## config.mk

```make
export PLATFORM = sky130hd
export DESIGN_NAME = nmea_field_number_parser_core
export DESIGN_NICKNAME = d
export VERILOG_FILES = /design/src/sv/nfp_pkg.sv /design/src/sv/nmea_field_number_parser_core.sv /design/src/sv/nfp_classify.sv /design/src/sv/nfp_queue.sv /design/src/sv/nfp_execute.sv
export SDC_FILE = /design/constraint.sdc
export NUM_CORES = 1
export LEC_CHECK = 0
export BUFFER_PORTS_ARGS = -buffer_cell sky130_fd_sc_hd__buf_2
export CAP_MARGIN = 5
export CORE_ASPECT_RATIO = 0.5
export CORE_MARGIN = 2
export CORE_UTILIZATION = 55
export CTS_BUF_LIST = sky130_fd_sc_hd__clkbuf_8
export DETAILED_ROUTE_END_ITERATION = 12
export GPL_TIMING_DRIVEN = 0
export PLACE_DENSITY = 0.78
export SETUP_SLACK_MARGIN = 0.3
export SLEW_MARGIN = 20
export SYNTH_ARGS = -nofsm -noshare
export SYNTH_HDL_FRONTEND = slang
export SYNTH_SLANG_ARGS = --single-unit
```

## constraint.sdc

```tcl
create_clock -name clk_i -period 9.9 [get_ports clk_i]
set_input_delay 2.475 -clock clk_i [delete_from_list [all_inputs] [get_ports clk_i]]
set_output_delay 2.475 -clock clk_i [all_outputs]
set_load 0.05 [all_outputs]
```

## src/sv/nfp_pkg.sv

```systemverilog
// Shared types and constants for the NMEA field number parser.
package nfp_pkg;

  // ASCII characters the parser reacts to
  localparam logic [7:0] ChDollar = 8'h24;
  localparam logic [7:0] ChComma  = 8'h2C;
  localparam logic [7:0] ChStar   = 8'h2A;
  localparam logic [7:0] ChSpace  = 8'h20;
  localparam logic [7:0] ChLowerZ = 8'h7A;
  localparam logic [7:0] ChMinus  = 8'h2D;
  localparam logic [7:0] ChPoint  = 8'h2E;
  localparam logic [7:0] ChZero   = 8'h30;
  localparam logic [7:0] ChNine   = 8'h39;

  // Field limits
  localparam logic [2:0] MaxFraction   = 3'd5;
  localparam logic [4:0] MaxFieldIndex = 5'd31;
  localparam logic [2:0] FracLimitRst  = 3'd5;

  // Queue between front and back
  localparam int QueueDepth = 2;

  // Widths of the stream payloads
  localparam int InDataW  = 8;
  localparam int OutDataW = 72;
  localparam int OutUserW = 4;

  // Character classes produced by the front end
  typedef enum logic [2:0] {
    CLS_DOLLAR,
    CLS_COMMA,
    CLS_STAR,
    CLS_ILLEGAL,
    CLS_MINUS,
    CLS_POINT,
    CLS_DIGIT,
    CLS_OTHER
  } char_class_e;

  // Field termination codes
  typedef enum logic [1:0] {
    END_COMMA   = 2'd0,
    END_STAR    = 2'd1,
    END_ILLEGAL = 2'd2
  } end_kind_e;

  // One classified character
  typedef struct packed {
    char_class_e cls;
    logic [7:0]  ch;
    logic [3:0]  digit;
  } token_t;

endpackage

```

## src/sv/nmea_field_number_parser_core.sv

```systemverilog
// NMEA field number parser: one character per cycle in while results are taken, one item per closed field out.
// A closing character is stored in the queue, then its result item is built in the result register.
// Throughput: one character per cycle; the back end's combinational multiply-by-ten
// accumulate and the two-entry queue sustain that while the result port keeps up.
// Reset: asynchronous, active low; clears sentence state, queue and result valid,
// and sets fraction_limit to 5.
module nmea_field_number_parser_core (
  input  logic                        clk_i,
  input  logic                        rst_ni,
  // configuration: fraction_limit
  input  logic                        cfg_we_i,
  input  logic [2:0]                  cfg_wdata_i,
  // input stream
  input  logic                        s_axis_tvalid_i,
  output logic                        s_axis_tready_o,
  input  logic [nfp_pkg::InDataW-1:0] s_axis_tdata_i,   // [7:0] rx_byte
  // result stream
  output logic                        m_axis_tvalid_o,
  input  logic                        m_axis_tready_i,
  // [4:0] field_index, [36:5] field_value, [39:37] decimals,
  // [47:40] first_char, [71:48] sentence_tag
  output logic [nfp_pkg::OutDataW-1:0] m_axis_tdata_o,
  // [0] is_empty, [1] not_numeric, [3:2] end_kind
  output logic [nfp_pkg::OutUserW-1:0] m_axis_tuser_o
);

  logic            fr_valid, fr_ready;
  nfp_pkg::token_t fr_tok;
  logic            bk_valid, bk_ready;
  nfp_pkg::token_t bk_tok;

  // Front end: classify
  nfp_classify u_classify (
    .s_axis_tvalid_i (s_axis_tvalid_i),
    .s_axis_tready_o (s_axis_tready_o),
    .s_axis_tdata_i  (s_axis_tdata_i),
    .tok_valid_o     (fr_valid),
    .tok_ready_i     (fr_ready),
    .tok_o           (fr_tok)
  );

  // Decoupling queue
  nfp_queue u_queue (
    .clk_i        (clk_i),
    .rst_ni       (rst_ni),
    .push_valid_i (fr_valid),
    .push_ready_o (fr_ready),
    .push_tok_i   (fr_tok),
    .pop_valid_o  (bk_valid),
    .pop_ready_i  (bk_ready),
    .pop_tok_o    (bk_tok)
  );

  // Back end: field state and result
  nfp_execute u_execute (
    .clk_i           (clk_i),
    .rst_ni          (rst_ni),
    .cfg_we_i        (cfg_we_i),
    .cfg_wdata_i     (cfg_wdata_i),
    .tok_valid_i     (bk_valid),
    .tok_ready_o     (bk_ready),
    .tok_i           (bk_tok),
    .m_axis_tvalid_o (m_axis_tvalid_o),
    .m_axis_tready_i (m_axis_tready_i),
    .m_axis_tdata_o  (m_axis_tdata_o),
    .m_axis_tuser_o  (m_axis_tuser_o)
  );

endmodule

```

## src/sv/nfp_classify.sv

```systemverilog
// Front end: sorts each received character into a class for the back end.
module nfp_classify (
  input  logic                      s_axis_tvalid_i,
  output logic                      s_axis_tready_o,
  input  logic [nfp_pkg::InDataW-1:0] s_axis_tdata_i,  // [7:0] rx_byte
  output logic                      tok_valid_o,
  input  logic                      tok_ready_i,
  output nfp_pkg::token_t           tok_o
);

  logic [7:0] ch;

  assign ch = s_axis_tdata_i;

  // Handshake passes straight through to the queue
  assign tok_valid_o     = s_axis_tvalid_i;
  assign s_axis_tready_o = tok_ready_i;

  // Class decode
  always_comb begin
    tok_o.ch    = ch;
    tok_o.digit = 4'(ch - nfp_pkg::ChZero);
    if (ch == nfp_pkg::ChDollar) begin
      tok_o.cls = nfp_pkg::CLS_DOLLAR;
    end else if (ch == nfp_pkg::ChComma) begin
      tok_o.cls = nfp_pkg::CLS_COMMA;
    end else if (ch == nfp_pkg::ChStar) begin
      tok_o.cls = nfp_pkg::CLS_STAR;
    end else if (ch < nfp_pkg::ChSpace || ch > nfp_pkg::ChLowerZ) begin
      tok_o.cls = nfp_pkg::CLS_ILLEGAL;
    end else if (ch == nfp_pkg::ChMinus) begin
      tok_o.cls = nfp_pkg::CLS_MINUS;
    end else if (ch == nfp_pkg::ChPoint) begin
      tok_o.cls = nfp_pkg::CLS_POINT;
    end else if (ch >= nfp_pkg::ChZero && ch <= nfp_pkg::ChNine) begin
      tok_o.cls = nfp_pkg::CLS_DIGIT;
    end else begin
      tok_o.cls = nfp_pkg::CLS_OTHER;
    end
  end

endmodule

```

## src/sv/nfp_queue.sv

```systemverilog
// Short register queue of classified characters between front and back.
module nfp_queue (
  input  logic            clk_i,
  input  logic            rst_ni,
  input  logic            push_valid_i,
  output logic            push_ready_o,
  input  nfp_pkg::token_t push_tok_i,
  output logic            pop_valid_o,
  input  logic            pop_ready_i,
  output nfp_pkg::token_t pop_tok_o
);

  localparam int PtrW = (nfp_pkg::QueueDepth > 1) ? $clog2(nfp_pkg::QueueDepth) : 1;
  localparam int CntW = $clog2(nfp_pkg::QueueDepth + 1);
  localparam logic [CntW-1:0] DepthC = CntW'(nfp_pkg::QueueDepth);
  localparam logic [PtrW-1:0] LastPtr = PtrW'(nfp_pkg::QueueDepth - 1);

  nfp_pkg::token_t entry_q [nfp_pkg::QueueDepth];
  logic [PtrW-1:0] wr_ptr_q, wr_ptr_d;
  logic [PtrW-1:0] rd_ptr_q, rd_ptr_d;
  logic [CntW-1:0] count_q, count_d;
  logic            do_push, do_pop;

  assign push_ready_o = (count_q != DepthC);
  assign pop_valid_o  = (count_q != '0);
  assign pop_tok_o    = entry_q[rd_ptr_q];
  assign do_push      = push_valid_i && push_ready_o;
  assign do_pop       = pop_valid_o && pop_ready_i;

  // Pointer and fill bookkeeping
  always_comb begin
    wr_ptr_d = wr_ptr_q;
    rd_ptr_d = rd_ptr_q;
    count_d  = count_q;
    if (do_push) begin
      wr_ptr_d = (wr_ptr_q == LastPtr) ? '0 : wr_ptr_q + 1'b1;
    end
    if (do_pop) begin
      rd_ptr_d = (rd_ptr_q == LastPtr) ? '0 : rd_ptr_q + 1'b1;
    end
    if (do_push && !do_pop) begin
      count_d = count_q + 1'b1;
    end else if (!do_push && do_pop) begin
      count_d = count_q - 1'b1;
    end
  end

  always_ff @(posedge clk_i or negedge rst_ni) begin
    if (!rst_ni) begin
      wr_ptr_q <= '0;
      rd_ptr_q <= '0;
      count_q  <= '0;
    end else begin
      wr_ptr_q <= wr_ptr_d;
      rd_ptr_q <= rd_ptr_d;
      count_q  <= count_d;
    end
  end

  // Storage, no reset needed
  always_ff @(posedge clk_i) begin
    if (do_push) begin
      entry_q[wr_ptr_q] <= push_tok_i;
    end
  end

endmodule

```

## src/sv/nfp_execute.sv

```systemverilog
// Back end: field state, number accumulation and the registered result item.
module nfp_execute (
  input  logic                        clk_i,
  input  logic                        rst_ni,
  input  logic                        cfg_we_i,
  input  logic [2:0]                  cfg_wdata_i,
  input  logic                        tok_valid_i,
  output logic                        tok_ready_o,
  input  nfp_pkg::token_t             tok_i,
  output logic                        m_axis_tvalid_o,
  input  logic                        m_axis_tready_i,
  output logic [nfp_pkg::OutDataW-1:0] m_axis_tdata_o,
  output logic [nfp_pkg::OutUserW-1:0] m_axis_tuser_o
);

  // Sentence and field state
  logic        in_sent_q, in_sent_d;
  logic [4:0]  fcount_q, fcount_d;
  logic [31:0] acc_q, acc_d;
  logic [2:0]  frac_q, frac_d;
  logic        point_q, point_d;
  logic        neg_q, neg_d;
  logic        bad_q, bad_d;
  logic        started_q, started_d;
  logic [7:0]  lead_q, lead_d;
  logic [23:0] tail_q, tail_d;
  logic [2:0]  frac_lim_q;

  // Result register
  logic        out_valid_q, out_valid_d;
  logic [nfp_pkg::OutDataW-1:0] out_data_q, out_data_d;
  logic [nfp_pkg::OutUserW-1:0] out_user_q, out_user_d;

  logic        take;
  logic [2:0]  limit;
  logic [31:0] acc_step;
  logic [31:0] signed_val;
  logic        zero_val;
  logic        emit;
  nfp_pkg::end_kind_e kind;

  assign tok_ready_o     = !out_valid_q || m_axis_tready_i;
  assign take            = tok_valid_i && tok_ready_o;
  assign m_axis_tvalid_o = out_valid_q;
  assign m_axis_tdata_o  = out_data_q;
  assign m_axis_tuser_o  = out_user_q;

  assign limit      = (frac_lim_q > nfp_pkg::MaxFraction) ? nfp_pkg::MaxFraction : frac_lim_q;
  assign acc_step   = (acc_q << 3) + (acc_q << 1) + 32'(tok_i.digit);
  assign signed_val = neg_q ? (32'd0 - acc_q) : acc_q;
  assign zero_val   = bad_q || !started_q;

  // Per-character state update
  always_comb begin
    in_sent_d = in_sent_q;
    fcount_d  = fcount_q;
    acc_d     = acc_q;
    frac_d    = frac_q;
    point_d   = point_q;
    neg_d     = neg_q;
    bad_d     = bad_q;
    started_d = started_q;
    lead_d    = lead_q;
    tail_d    = tail_q;
    emit      = 1'b0;
    kind      = nfp_pkg::END_COMMA;
    if (take) begin
      if (tok_i.cls == nfp_pkg::CLS_DOLLAR) begin
        in_sent_d = 1'b1;
        fcount_d  = '0;
        tail_d    = '0;
        acc_d     = '0;
        frac_d    = '0;
        point_d   = 1'b0;
        neg_d     = 1'b0;
        bad_d     = 1'b0;
        started_d = 1'b0;
        lead_d    = '0;
      end else if (in_sent_q) begin
        case (tok_i.cls)
          nfp_pkg::CLS_COMMA, nfp_pkg::CLS_STAR, nfp_pkg::CLS_ILLEGAL: begin
            emit = 1'b1;
            if (tok_i.cls == nfp_pkg::CLS_COMMA) begin
              kind = nfp_pkg::END_COMMA;
              if (fcount_q < nfp_pkg::MaxFieldIndex) begin
                fcount_d = fcount_q + 1'b1;
              end
            end else begin
              kind = (tok_i.cls == nfp_pkg::CLS_STAR) ? nfp_pkg::END_STAR
                                                      : nfp_pkg::END_ILLEGAL;
              in_sent_d = 1'b0;
            end
            acc_d     = '0;
            frac_d    = '0;
            point_d   = 1'b0;
            neg_d     = 1'b0;
            bad_d     = 1'b0;
            started_d = 1'b0;
            lead_d    = '0;
          end
          default: begin
            // ordinary field character
            if (fcount_q == '0) begin
              tail_d = {tail_q[15:0], tok_i.ch};
            end
            case (tok_i.cls)
              nfp_pkg::CLS_MINUS: begin
                if (!started_q) begin
                  neg_d = 1'b1;
                end else begin
                  bad_d = 1'b1;
                end
              end
              nfp_pkg::CLS_POINT: begin
                if (point_q) begin
                  bad_d = 1'b1;
                end
                point_d = 1'b1;
              end
              nfp_pkg::CLS_DIGIT: begin
                if (!point_q) begin
                  acc_d = acc_step;
                end else if (frac_q < limit) begin
                  acc_d  = acc_step;
                  frac_d = frac_q + 1'b1;
                end
              end
              default: begin
                bad_d = 1'b1;
              end
            endcase
            if (!started_q) begin
              started_d = 1'b1;
              lead_d    = tok_i.ch;
            end
          end
        endcase
      end
    end
  end

  // Result item assembly
  always_comb begin
    out_valid_d = out_valid_q;
    out_data_d  = out_data_q;
    out_user_d  = out_user_q;
    if (m_axis_tready_i) begin
      out_valid_d = 1'b0;
    end
    if (emit) begin
      out_valid_d = 1'b1;
      out_data_d  = {tail_q,
                     started_q ? lead_q : 8'd0,
                     zero_val ? 3'd0 : frac_q,
                     zero_val ? 32'd0 : signed_val,
                     fcount_q};
      out_user_d  = {kind, bad_q, !started_q};
    end
  end

  always_ff @(posedge clk_i or negedge rst_ni) begin
    if (!rst_ni) begin
      in_sent_q   <= 1'b0;
      fcount_q    <= '0;
      acc_q       <= '0;
      frac_q      <= '0;
      point_q     <= 1'b0;
      neg_q       <= 1'b0;
      bad_q       <= 1'b0;
      started_q   <= 1'b0;
      lead_q      <= '0;
      tail_q      <= '0;
      frac_lim_q  <= nfp_pkg::FracLimitRst;
      out_valid_q <= 1'b0;
    end else begin
      in_sent_q   <= in_sent_d;
      fcount_q    <= fcount_d;
      acc_q       <= acc_d;
      frac_q      <= frac_d;
      point_q     <= point_d;
      neg_q       <= neg_d;
      bad_q       <= bad_d;
      started_q   <= started_d;
      lead_q      <= lead_d;
      tail_q      <= tail_d;
      out_valid_q <= out_valid_d;
      if (cfg_we_i) begin
        frac_lim_q <= cfg_wdata_i;
      end
    end
  end

  // Result payload, no reset needed
  always_ff @(posedge clk_i) begin
    out_data_q <= out_data_d;
    out_user_q <= out_user_d;
  end

endmodule
```

==> results.py, run 1 <==
metrics = {
    "timing": {
        "rsz0062_at_grt": "no",
        "skew_ns": 0.0165,
        "period_share_pct": 47.5,
        "hold_violations": 0,
        "slew_viol_final": 0,
        "worst_slack_ns": 5.20,
        "setup_viol": 0,
        "max_freq_mhz": 213,
        "min_period_ns": 4.70,
        "tightest_slew_ns": 0.934,
        "final.setup.tns_ns": 0,
        "maxSlewHeadroom_pct": 37.5,
    },
    "floorplan": {
        "core_area_sq_mm": 0.0172,
        "ios": 94,
        "die_w_um": 191,
        "die_area_sq_mm": 0.0186,
        "initial_core_util_pct": 55.8,
        "rows": 34,
        "die_h_um": 97.5,
    },
    "critical_path": {
        "cpPeakStageDelay_ns": 0.58,
        "crit_fanout": 10,
        "cp_cell_sequence": "buf_2, buf_1, mux2i_1, inv_1, ha_1, ha_1, inv_1, fa_1, nor2b_1, o21ai_1, a21boi_1, o31ai_1, a211oi_1, nor3_1, o21ai_0, o311ai_1",
        "start_kind": "flop",
        "critical_path_class": "reg -> reg",
        "critPathRequiredTime_ns": 10.27,
        "cp_slowest_cell": "buf_1",
        "end_kind": "flop",
        "arrival_ns": 5.07,
    },
    "placement": {
        "dp_hpwl_mm": 15.9,
        "dp.cells": 1169,
        "dpl_cell_area_sq_mm": 0.0104,
        "gp_congestion": 0.921,
        "place_ws_ns": 5.16,
        "port_buffers": 93,
    },
    "logic_synthesis": {
        "synth_cell_types": 73,
        "ys.flop_type": "edfxtp_1",
        "yosysSeqAreaShare_pct": 52.8,
        "synth_seq_cells": 183,
        "synth_fp_nets": 922,
        "synth_cells": 839,
        "syn_area_per_cell_sq_um": 11.5,
        "synth_edf_count": 98,
        "netlist_area_sq_mm": 0.00961,
        "async_reset_ff_share_pct": 46.4,
        "yosysWarnings": 0,
    },
    "grt": {
        "grt_pass1_vias": 6959,
        "grt_start_max_net_pins": 55,
        "antenna_found_initial": 0,
        "grt_first_pass_wirelength_mm": 35.4,
        "grt_overflow": 0,
        "grt.total_usage_pct": 24.1,
    },
    "power_and_ir_drop": {
        "cellPowerDensity_mw_per_mm2": 288,
        "power_switching_uw": 1410,
        "p_leak_uw": 0.00486,
        "ir_drop_mv": 0.121,
        "p_int_uw": 1730,
        "clkPwrFrac_pct": 17.9,
        "swShare_pct": 44.8,
        "p_seq_share_pct": 37.9,
        "combPwrFrac_pct": 44.2,
    },
    "cells_and_area": {
        "final_area_sq_mm": 0.0109,
        "nFillCells": 1346,
        "area_growth_pct": 13.5,
        "final_util_pct": 63.3,
        "final_cells": 1201,
        "antennaDiodeCount": 0,
        "nNetsFinal": 1037,
        "layout_common_cells": "98 x edfxtp_1, 96 x buf_2, 83 x dfrtp_1, 72 x nor2_1, 65 x ha_1",
        "drive_gt1_share_pct": 16.3,
        "final_common_cell": "edfxtp_1",
    },
    "routing": {
        "drt-wirelength-per-cell_um": 18.1,
        "drtIter0Drc": 661,
        "drt-total-wl_mm": 21.8,
        "drtPass1Iterations": 7,
        "route.detailed.drc": 0,
        "vias_per_cell": 5.92,
        "postRouteAntennaNets": 0,
        "vias": 7106,
    },
    "cts": {
        "numCtsBuffers": 17,
        "cts_num_sinks": 183,
        "cts_resized": 0,
        "clk_latency_ns": 0.47,
        "cts_max_level": 4,
        "cts_max_path_buffers": 2,
        "cts_post_setup_buffers_inserted": 0,
        "cts_root_buf": "clkbuf_8",
        "cts_tree": "built",
        "hold_buffers": 0,
        "clkTransAtPathRegs_ns": 0.11,
    },
    "status": {
        "outcome": "completed",
    },
    "min_path": {
        "hold_class": "reg -> reg",
    },
    "job": {
        "drv_cap": 0,
    },
}
[sequential cells by signal, summed over array words and instances (netlist names)]
register and flops:
u_execute.m_axis_tdata_o 72, u_queue.rd_ptr_q 1, u_queue.wr_ptr_q 1, u_queue.entry_q 22, u_execute.bad_q 1, u_execute.neg_q 1, u_execute.point_q 1, u_execute.started_q 1
u_execute.frac_lim_q 3, u_execute.m_axis_tvalid_o 1, u_execute.frac_q 3, u_execute.m_axis_tuser_o 4, u_execute.lead_q 8, u_execute.tail_q 24, u_queue.count_q 2, u_execute.fcount_q 5
u_execute.acc_q 32, u_execute.in_sent_q 1
[final timing paths]
| check | start | endpoint | slack, ns | cells after the start |
|---|---|---|---|---|
| min | u_execute.tail_q[20] | u_execute.m_axis_tdata_o[68] | 0.46 | 0 |
| max reg2reg | u_queue.rd_ptr_q | u_execute.acc_q[30] | 5.20 | 16 |
| max in group asynchronous | rst_ni | u_execute.frac_lim_q[2] | 7.12 | 2 |
| min in group asynchronous | rst_ni | u_queue.rd_ptr_q | 2.04 | 1 |
| min reg2reg | u_execute.tail_q[20] | u_execute.m_axis_tdata_o[68] | 0.46 | 0 |
| max | u_queue.rd_ptr_q | u_execute.acc_q[30] | 5.20 | 16 |
[cell usage after synthesis (7+ instances only)]
library cell	count	area share, %
nor2_1	73	2.9
clkbuf_1	24	0.94
and2_1	15	0.98
o21a_1	8	0.63
nand2b_1	15	0.98
a31oi_1	7	0.46
inv_1	22	0.86
o41ai_1	10	0.91
edfxtp_1	98	31
nor3_1	11	0.57
ha_1	65	8.5
nand3_1	16	0.83
a22o_1	32	2.9
xor2_1	31	2.8
xnor2_1	23	2.1
a21oi_1	36	1.9
mux2i_1	12	1.3
dfrtp_1	83	22
o31ai_1	16	1.3
a21o_1	21	1.6
o21ai_0	36	1.9
nand2_1	62	2.4
or3_1	11	0.72
[kinds of logic (layout without fill, tap and decap cells)]
logic type / after synthesis / in the layout / share of synthesized area, %
muxes: 18 / 18 / 1.95
DFF: 183 / 183 / 52.8
xor gates and xnor gates: 54 / 54 / 4.92
adders and majority gates: 68 / 68 / 8.98
and+or+nand+nor: 245 / 245 / 12.7
AOI/OAI and AO/OA: 218 / 218 / 16.6
buffers and inverters: 53 / 181 / 2.12
[metal layers]
metal / vias to the layer above / track usage, % / wire, um / share of wire [%]
li1: 3366 / - / - / -
met1: 3455 / 33.5 / 9770 / 45
met2: 252 / 39.1 / 10400 / 48
met3: 33 / 3.72 / 1280 / 5.9
met4: 0 / 7.81 / 304 / 1.4
met5: - / 0 / 0 / 0
[power groups by stage]
stage          sequential, uW  combinational, uW  clock, uW
6_report                 1190               1390        562
5_1_grt                  1210               1520        595
4_1_cts                  1190               1380        566
3_5_place_dp             1200               1370          0
3_3_place_gp             1200               1310          0
2_1_floorplan            1360                838          0
[final cells by class]
cell class                 instances  area (sq um)  share of cell area [%]
tap                              234           293                    2.69
clock buffer                      17           234                    2.15
timing repair buffer              96           536                    4.91
sequential                       183          5070                    46.5
buffer                            31           121                    1.11
multi-input combinational        603          4340                    39.8
clock inverter                    15           224                    2.05
inverter                          22          82.6                   0.757
[worst max-delay path, delay by kind of cell, from the launching register on]
kind                     cells  cell delay [ns]
AND/OR/NAND/NOR              2             0.57
AO/OA/AOI/OAI                6             1.56
buffers and inverters        4             1.01
adder cells (fa/ha/maj)      3             0.71
flip-flops                   1             0.34
multiplexers                 1             0.41
[per-stage QoR]
stage	power [uW]	hold WS, ns
after CTS	3130	0.467
after floorplan	2200	0.425
after detailed placement	2570	0.441
after global placement	2520	0.441
final	3140	0.464
after global routing	3320	0.488
(Power assumes the default switching activity.)
==> run 2: changes to the inputs <==
clock period = 4.4 ns   (was 9.9 ns; I/O delays follow)
==> results.py, run 2 (synthesis results as in run 1) <==
metrics = {
    "cells_and_area": {
        "final_common_cell": "edfxtp_1",
        "area_growth_pct": 14.2,
        "largest_register_ffs": 72,
        "nNetsFinal": 1038,
        "nFillCells": 1360,
        "antennaDiodeCount": 0,
        "drive_gt1_share_pct": 17.3,
        "layout_common_cells": "98 x edfxtp_1, 95 x buf_2, 83 x dfrtp_1, 72 x nor2_1, 65 x ha_1",
        "final_area_sq_mm": 0.0110,
    },
    "cts": {
        "cts_root_buf": "clkbuf_8",
        "clkTransAtPathRegs_ns": 0.12,
        "cts_max_path_buffers": 2,
        "cts_max_level": 4,
        "clk_latency_ns": 0.48,
        "cts_num_sinks": 183,
        "cts_tree": "built",
        "numCtsBuffers": 17,
    },
    "critical_path": {
        "crit-reg2reg-launch": "u_queue.rd_ptr_q",
        "r2r-end": "u_execute.acc_q[29]",
        "end_kind": "flop",
        "critPathRequiredTime_ns": 4.79,
        "critical_path_class": "reg -> reg",
        "start_kind": "flop",
        "cp-endpoint": "u_execute.acc_q[29]",
        "crit_fanout": 10,
        "rr_worst_depth": 14,
        "arrival_ns": 4.31,
        "rrSetupSlack_ns": 0.48,
        "startpoint": "u_queue.rd_ptr_q",
    },
    "power_and_ir_drop": {
        "p_int_uw": 3830,
        "swShare_pct": 45.6,
        "clkPwrFrac_pct": 17.4,
        "power_switching_uw": 3210,
        "ir_drop_mv": 0.303,
        "cellPowerDensity_mw_per_mm2": 641,
        "combPwrFrac_pct": 44.5,
        "p_seq_share_pct": 38.1,
        "p_leak_uw": 0.00486,
    },
    "routing": {
        "drt-wirelength-per-cell_um": 18.1,
        "vias": 7077,
        "route.detailed.drc": 0,
        "vias_per_cell": 5.89,
        "drtIter0Drc": 598,
        "drt-total-wl_mm": 21.7,
        "drtPass1Iterations": 5,
        "postRouteAntennaNets": 0,
    },
    "placement": {
        "dp_hpwl_mm": 15.5,
        "place_ws_ns": -0.248,
        "gp_congestion": 0.909,
        "dpl_cell_area_sq_mm": 0.0105,
        "port_buffers": 93,
    },
    "grt": {
        "grt_overflow": 0,
        "grt_start_max_net_pins": 47,
        "use_met2_pct": 37.4,
        "grt.total_usage_pct": 23.8,
        "use_met3_pct": 4.23,
        "busiest_layer": "met2",
        "grt_first_pass_wirelength_mm": 34.7,
        "grt_pass1_vias": 6831,
        "antenna_found_initial": 0,
        "use_met1_pct": 33.3,
    },
    "floorplan": {
        "die_w_um": 191,
        "die_area_sq_mm": 0.0186,
        "ios": 94,
        "die_h_um": 97.5,
        "core_area_sq_mm": 0.0172,
        "rows": 34,
        "initial_core_util_pct": 55.8,
    },
    "job": {
        "drv_cap": 0,
    },
    "timing": {
        "period_share_pct": 89.1,
        "slew_viol_final": 0,
        "setup_viol": 0,
        "hold_violations": 0,
        "maxSlewHeadroom_pct": 38.4,
        "min_period_ns": 3.92,
        "max_freq_mhz": 255,
        "worst_slack_ns": 0.482,
        "rsz0062_at_grt": "no",
        "skew_ns": 0.0233,
        "tightest_slew_ns": 0.917,
    },
    "min_path": {
        "hold_class": "reg -> reg",
    },
    "status": {
        "outcome": "completed",
    },
}
[run 2: cell types whose count changed in the layout (fill, tap and decap cells not counted), sizes merged]
cell    previous run  this run
bufinv             2         0
clkinv             5         8
clkbuf            41        42
inv               30        29
[run 2: layer usage]
layer / vias up / routed length, um
met2: 197 / 10200
met1: 3481 / 9990
met5: - / 0
met4: 0 / 465
li1: 3361 / -
met3: 38 / 1060
[run 2: final cells by class]
type                       count  area, sq um  share of cell area, %
buffer                        31          131                   1.20
timing repair buffer          97          551                   5.01
tap                          234          293                   2.67
inverter                      22         82.6                  0.752
clock buffer                  17          234                   2.13
clock inverter                15          218                   1.98
sequential                   183         5070                   46.2
multi-input combinational    603         4400                   40.1
[run 2: stage by stage]
stage	TNS (ns)	power (uW)	hold slack (ns)	instances	utilization [%]
floorplan	0	4930	0.425	839	-
global placement	-1.00	5640	0.439	1166	60.2
detailed placement	-1.46	5760	0.437	1169	60.7
CTS	0	7000	0.459	1201	63.5
global route	0	7480	0.481	1202	63.7
finish	0	7040	0.455	1202	63.7
[run 2: worst min-delay path by stage]
| stage | from | end | slack (ns) | cells after the start |
|---|---|---|---|---|
| after floorplan | u_execute.tail_q[16] | u_execute.m_axis_tdata_o[64] | 0.43 | 0 |
| after detailed placement | u_execute.tail_q[21] | u_execute.m_axis_tdata_o[69] | 0.44 | 0 |
| final | u_execute.tail_q[20] | u_execute.m_axis_tdata_o[68] | 0.46 | 0 |
| after global routing | u_execute.tail_q[20] | u_execute.m_axis_tdata_o[68] | 0.48 | 0 |
| after global placement | u_execute.tail_q[16] | u_execute.m_axis_tdata_o[64] | 0.44 | 0 |
| after CTS | u_execute.tail_q[20] | u_execute.m_axis_tdata_o[68] | 0.46 | 0 |
[run 2: repair_timing]
item | CTS | global route
pin swaps | 0 | 1
resized for setup | 7 | 7
hold buffers | 0 | 0
buffers inserted | 0 | 1
setup endpoints to repair | 21 | 14
[run 2: critical path, stage by stage, from the launching register on]
cell and delay, ns:
dfrtp_1 0.35, clkbuf_4 0.21, buf_6 0.21, mux2i_4 0.32, fa_1 0.50, inv_1 0.09, ha_1 0.25, a211oi_2 0.34
o21a_1 0.25, nor3b_1 0.09, o311a_1 0.40, o21ai_2 0.20, o21ai_2 0.13, a311o_1 0.36, o211ai_1 0.10
[run 2: power groups by stage]
stage | Clock [uW] | Combinational, uW | Sequential, uW
global placement | 0 | 2950 | 2700
floorplan | 0 | 1890 | 3050
CTS | 1230 | 3090 | 2680
detailed placement | 0 | 3050 | 2710
finish | 1220 | 3130 | 2680
global route | 1300 | 3450 | 2730
==> run 3: changes to the inputs <==
RECOVER_POWER = 50   (was not set)
==> results.py, run 3 (synthesis results as in run 1) <==
metrics = {
    "grt": {
        "grt_first_pass_wirelength_mm": 34.7,
        "grt.total_usage_pct": 23.8,
        "grt_overflow": 0,
        "antenna_found_initial": 0,
        "grt_pass1_vias": 6831,
        "grt_start_max_net_pins": 47,
    },
    "job": {
        "drv_cap": 1,
    },
    "cts": {
        "cts_tree": "built",
        "clkTransAtPathRegs_ns": 0.12,
        "cts_root_buf": "clkbuf_8",
        "numCtsBuffers": 17,
        "cts_max_path_buffers": 2,
        "clk_latency_ns": 0.48,
        "hold_buffers": 0,
        "cts_max_level": 4,
        "cts_num_sinks": 183,
    },
    "routing": {
        "dr_wl_met2_mm": 10.2,
        "drt-total-wl_mm": 21.8,
        "vias_per_cell": 5.90,
        "drtIter0Drc": 567,
        "route.detailed.drc": 0,
        "highest_layer": "met4",
        "vias": 7091,
        "wl_met3_mm": 1.25,
        "drtPass1Iterations": 5,
        "wl_met1_mm": 9.87,
        "drt-wirelength-per-cell_um": 18.2,
        "postRouteAntennaNets": 0,
    },
    "cells_and_area": {
        "area_growth_pct": 13.4,
        "layout_common_cells": "98 x edfxtp_1, 83 x dfrtp_1, 73 x nor2_1, 65 x ha_1, 62 x nand2_1",
        "nFillCells": 1384,
        "drive_gt1_share_pct": 13.4,
        "multi_input_area_sq_mm": 0.00439,
        "nNetsFinal": 1038,
        "antennaDiodeCount": 0,
        "largest_register_ffs": 72,
        "final_common_cell": "edfxtp_1",
        "seq_area_sq_mm": 0.00507,
    },
    "critical_path": {
        "start_kind": "flop",
        "rr_worst_depth": 14,
        "critPathRequiredTime_ns": 4.79,
        "end_kind": "flop",
        "arrival_ns": 4.31,
        "crit_fanout": 10,
        "critical_path_class": "reg -> reg",
    },
    "timing": {
        "period_share_pct": 89.1,
        "rsz0062_at_grt": "no",
        "min_period_ns": 3.92,
        "tightest_slew_ns": 2.33,
        "skew_ns": 0.0219,
        "slew_viol_final": 41,
        "setup_viol": 0,
        "max_freq_mhz": 255,
        "whs_ns": 0.459,
        "hold_violations": 0,
        "maxSlewHeadroom_pct": -55.4,
    },
    "power_and_ir_drop": {
        "cellPowerDensity_mw_per_mm2": 643,
        "p_leak_uw": 0.00474,
        "ir_drop_mv": 0.302,
        "power_uw": 7010,
    },
    "floorplan": {
        "ios": 94,
        "core_area_sq_mm": 0.0172,
        "rows": 34,
        "die_area_sq_mm": 0.0186,
        "initial_core_util_pct": 55.8,
        "die_h_um": 97.5,
        "die_w_um": 191,
    },
    "placement": {
        "dp_hpwl_mm": 15.5,
        "port_buffers": 93,
        "gp_congestion": 0.909,
    },
    "min_path": {
        "hold_path_depth": 0,
        "hold_class": "reg -> reg",
    },
    "status": {
        "violations": "max-capacitance violations, max-slew violations",
        "outcome": "complete, but fails checks",
    },
}
[run 3: changes by cell type in the layout (fill, tap and decap cells not counted), moves of 10 or more]
cell	previous run	this run
and2_1	15	5
buf_2	95	61
clkbuf_1	24	60
and2_0	0	10
[run 3: repair_timing]
item,in CTS,in global routing
pin swaps,0,1
endpoints found under the setup margin,21,14
buffers inserted,0,1
hold endpoints to repair,0,0
resized for setup,7,7
[run 3: layout make-up]
class	instances	share of cell area [%]
inverter	22	0.758
clock inverter	15	2.00
sequential	183	46.5
clock buffer	17	2.15
tap	234	2.69
multi-input combinational	603	40.2
timing repair buffer	97	4.42
buffer	31	1.21
[run 3: critical path, stage by stage (launching register included)]
cell      delay, ns
dfrtp_1        0.35
clkbuf_4       0.22
buf_6          0.21
mux2i_4        0.33
fa_1           0.50
inv_1          0.09
ha_1           0.25
a211oi_2       0.34
o21a_1         0.25
nor3b_1        0.09
o311a_1        0.40
o21ai_2        0.20
o21ai_2        0.13
a311o_1        0.36
o211ai_1       0.10
[run 3: per-layer routing]
| metal | vias up | global-route usage (%) |
|---|---|---|
| li1 | 3363 | - |
| met4 | 0 | 9.00 |
| met3 | 41 | 4.23 |
| met2 | 216 | 37.4 |
| met1 | 3471 | 33.3 |
| met5 | - | 0 |
[run 3: worst paths after layout]
| check | startpoint | end | slack (ns) |
|---|---|---|---|
| max reg2reg | u_queue.rd_ptr_q | u_execute.acc_q[29] | 0.48 |
| min in group asynchronous | rst_ni | u_queue.count_q[0] | 1.29 |
| max | u_queue.rd_ptr_q | u_execute.acc_q[29] | 0.48 |
| min | u_execute.tail_q[20] | u_execute.m_axis_tdata_o[68] | 0.46 |
| min reg2reg | u_execute.tail_q[20] | u_execute.m_axis_tdata_o[68] | 0.46 |
| max in group asynchronous | rst_ni | u_execute.acc_q[25] | 1.00 |
[run 3: power breakdown]
part	internal, uW	total [uW]	switching, uW
registers	2320	2690	367
clock network	461	1220	757
logic	1020	3100	2080
total	3800	7010	3200
[run 3: metrics by stage]
step	worst slack, ns	util, %	cells	TNS, ns	cell area [sq um]
after floorplan	0.627	-	839	0	9620
after global placement	-0.173	60.2	1166	-1.00	10400
after detailed placement	-0.248	60.7	1169	-1.46	10500
after CTS	0.328	63.5	1201	0	10900
after global routing	0.282	63.3	1202	0	10900
final	0.479	63.3	1202	0	10900
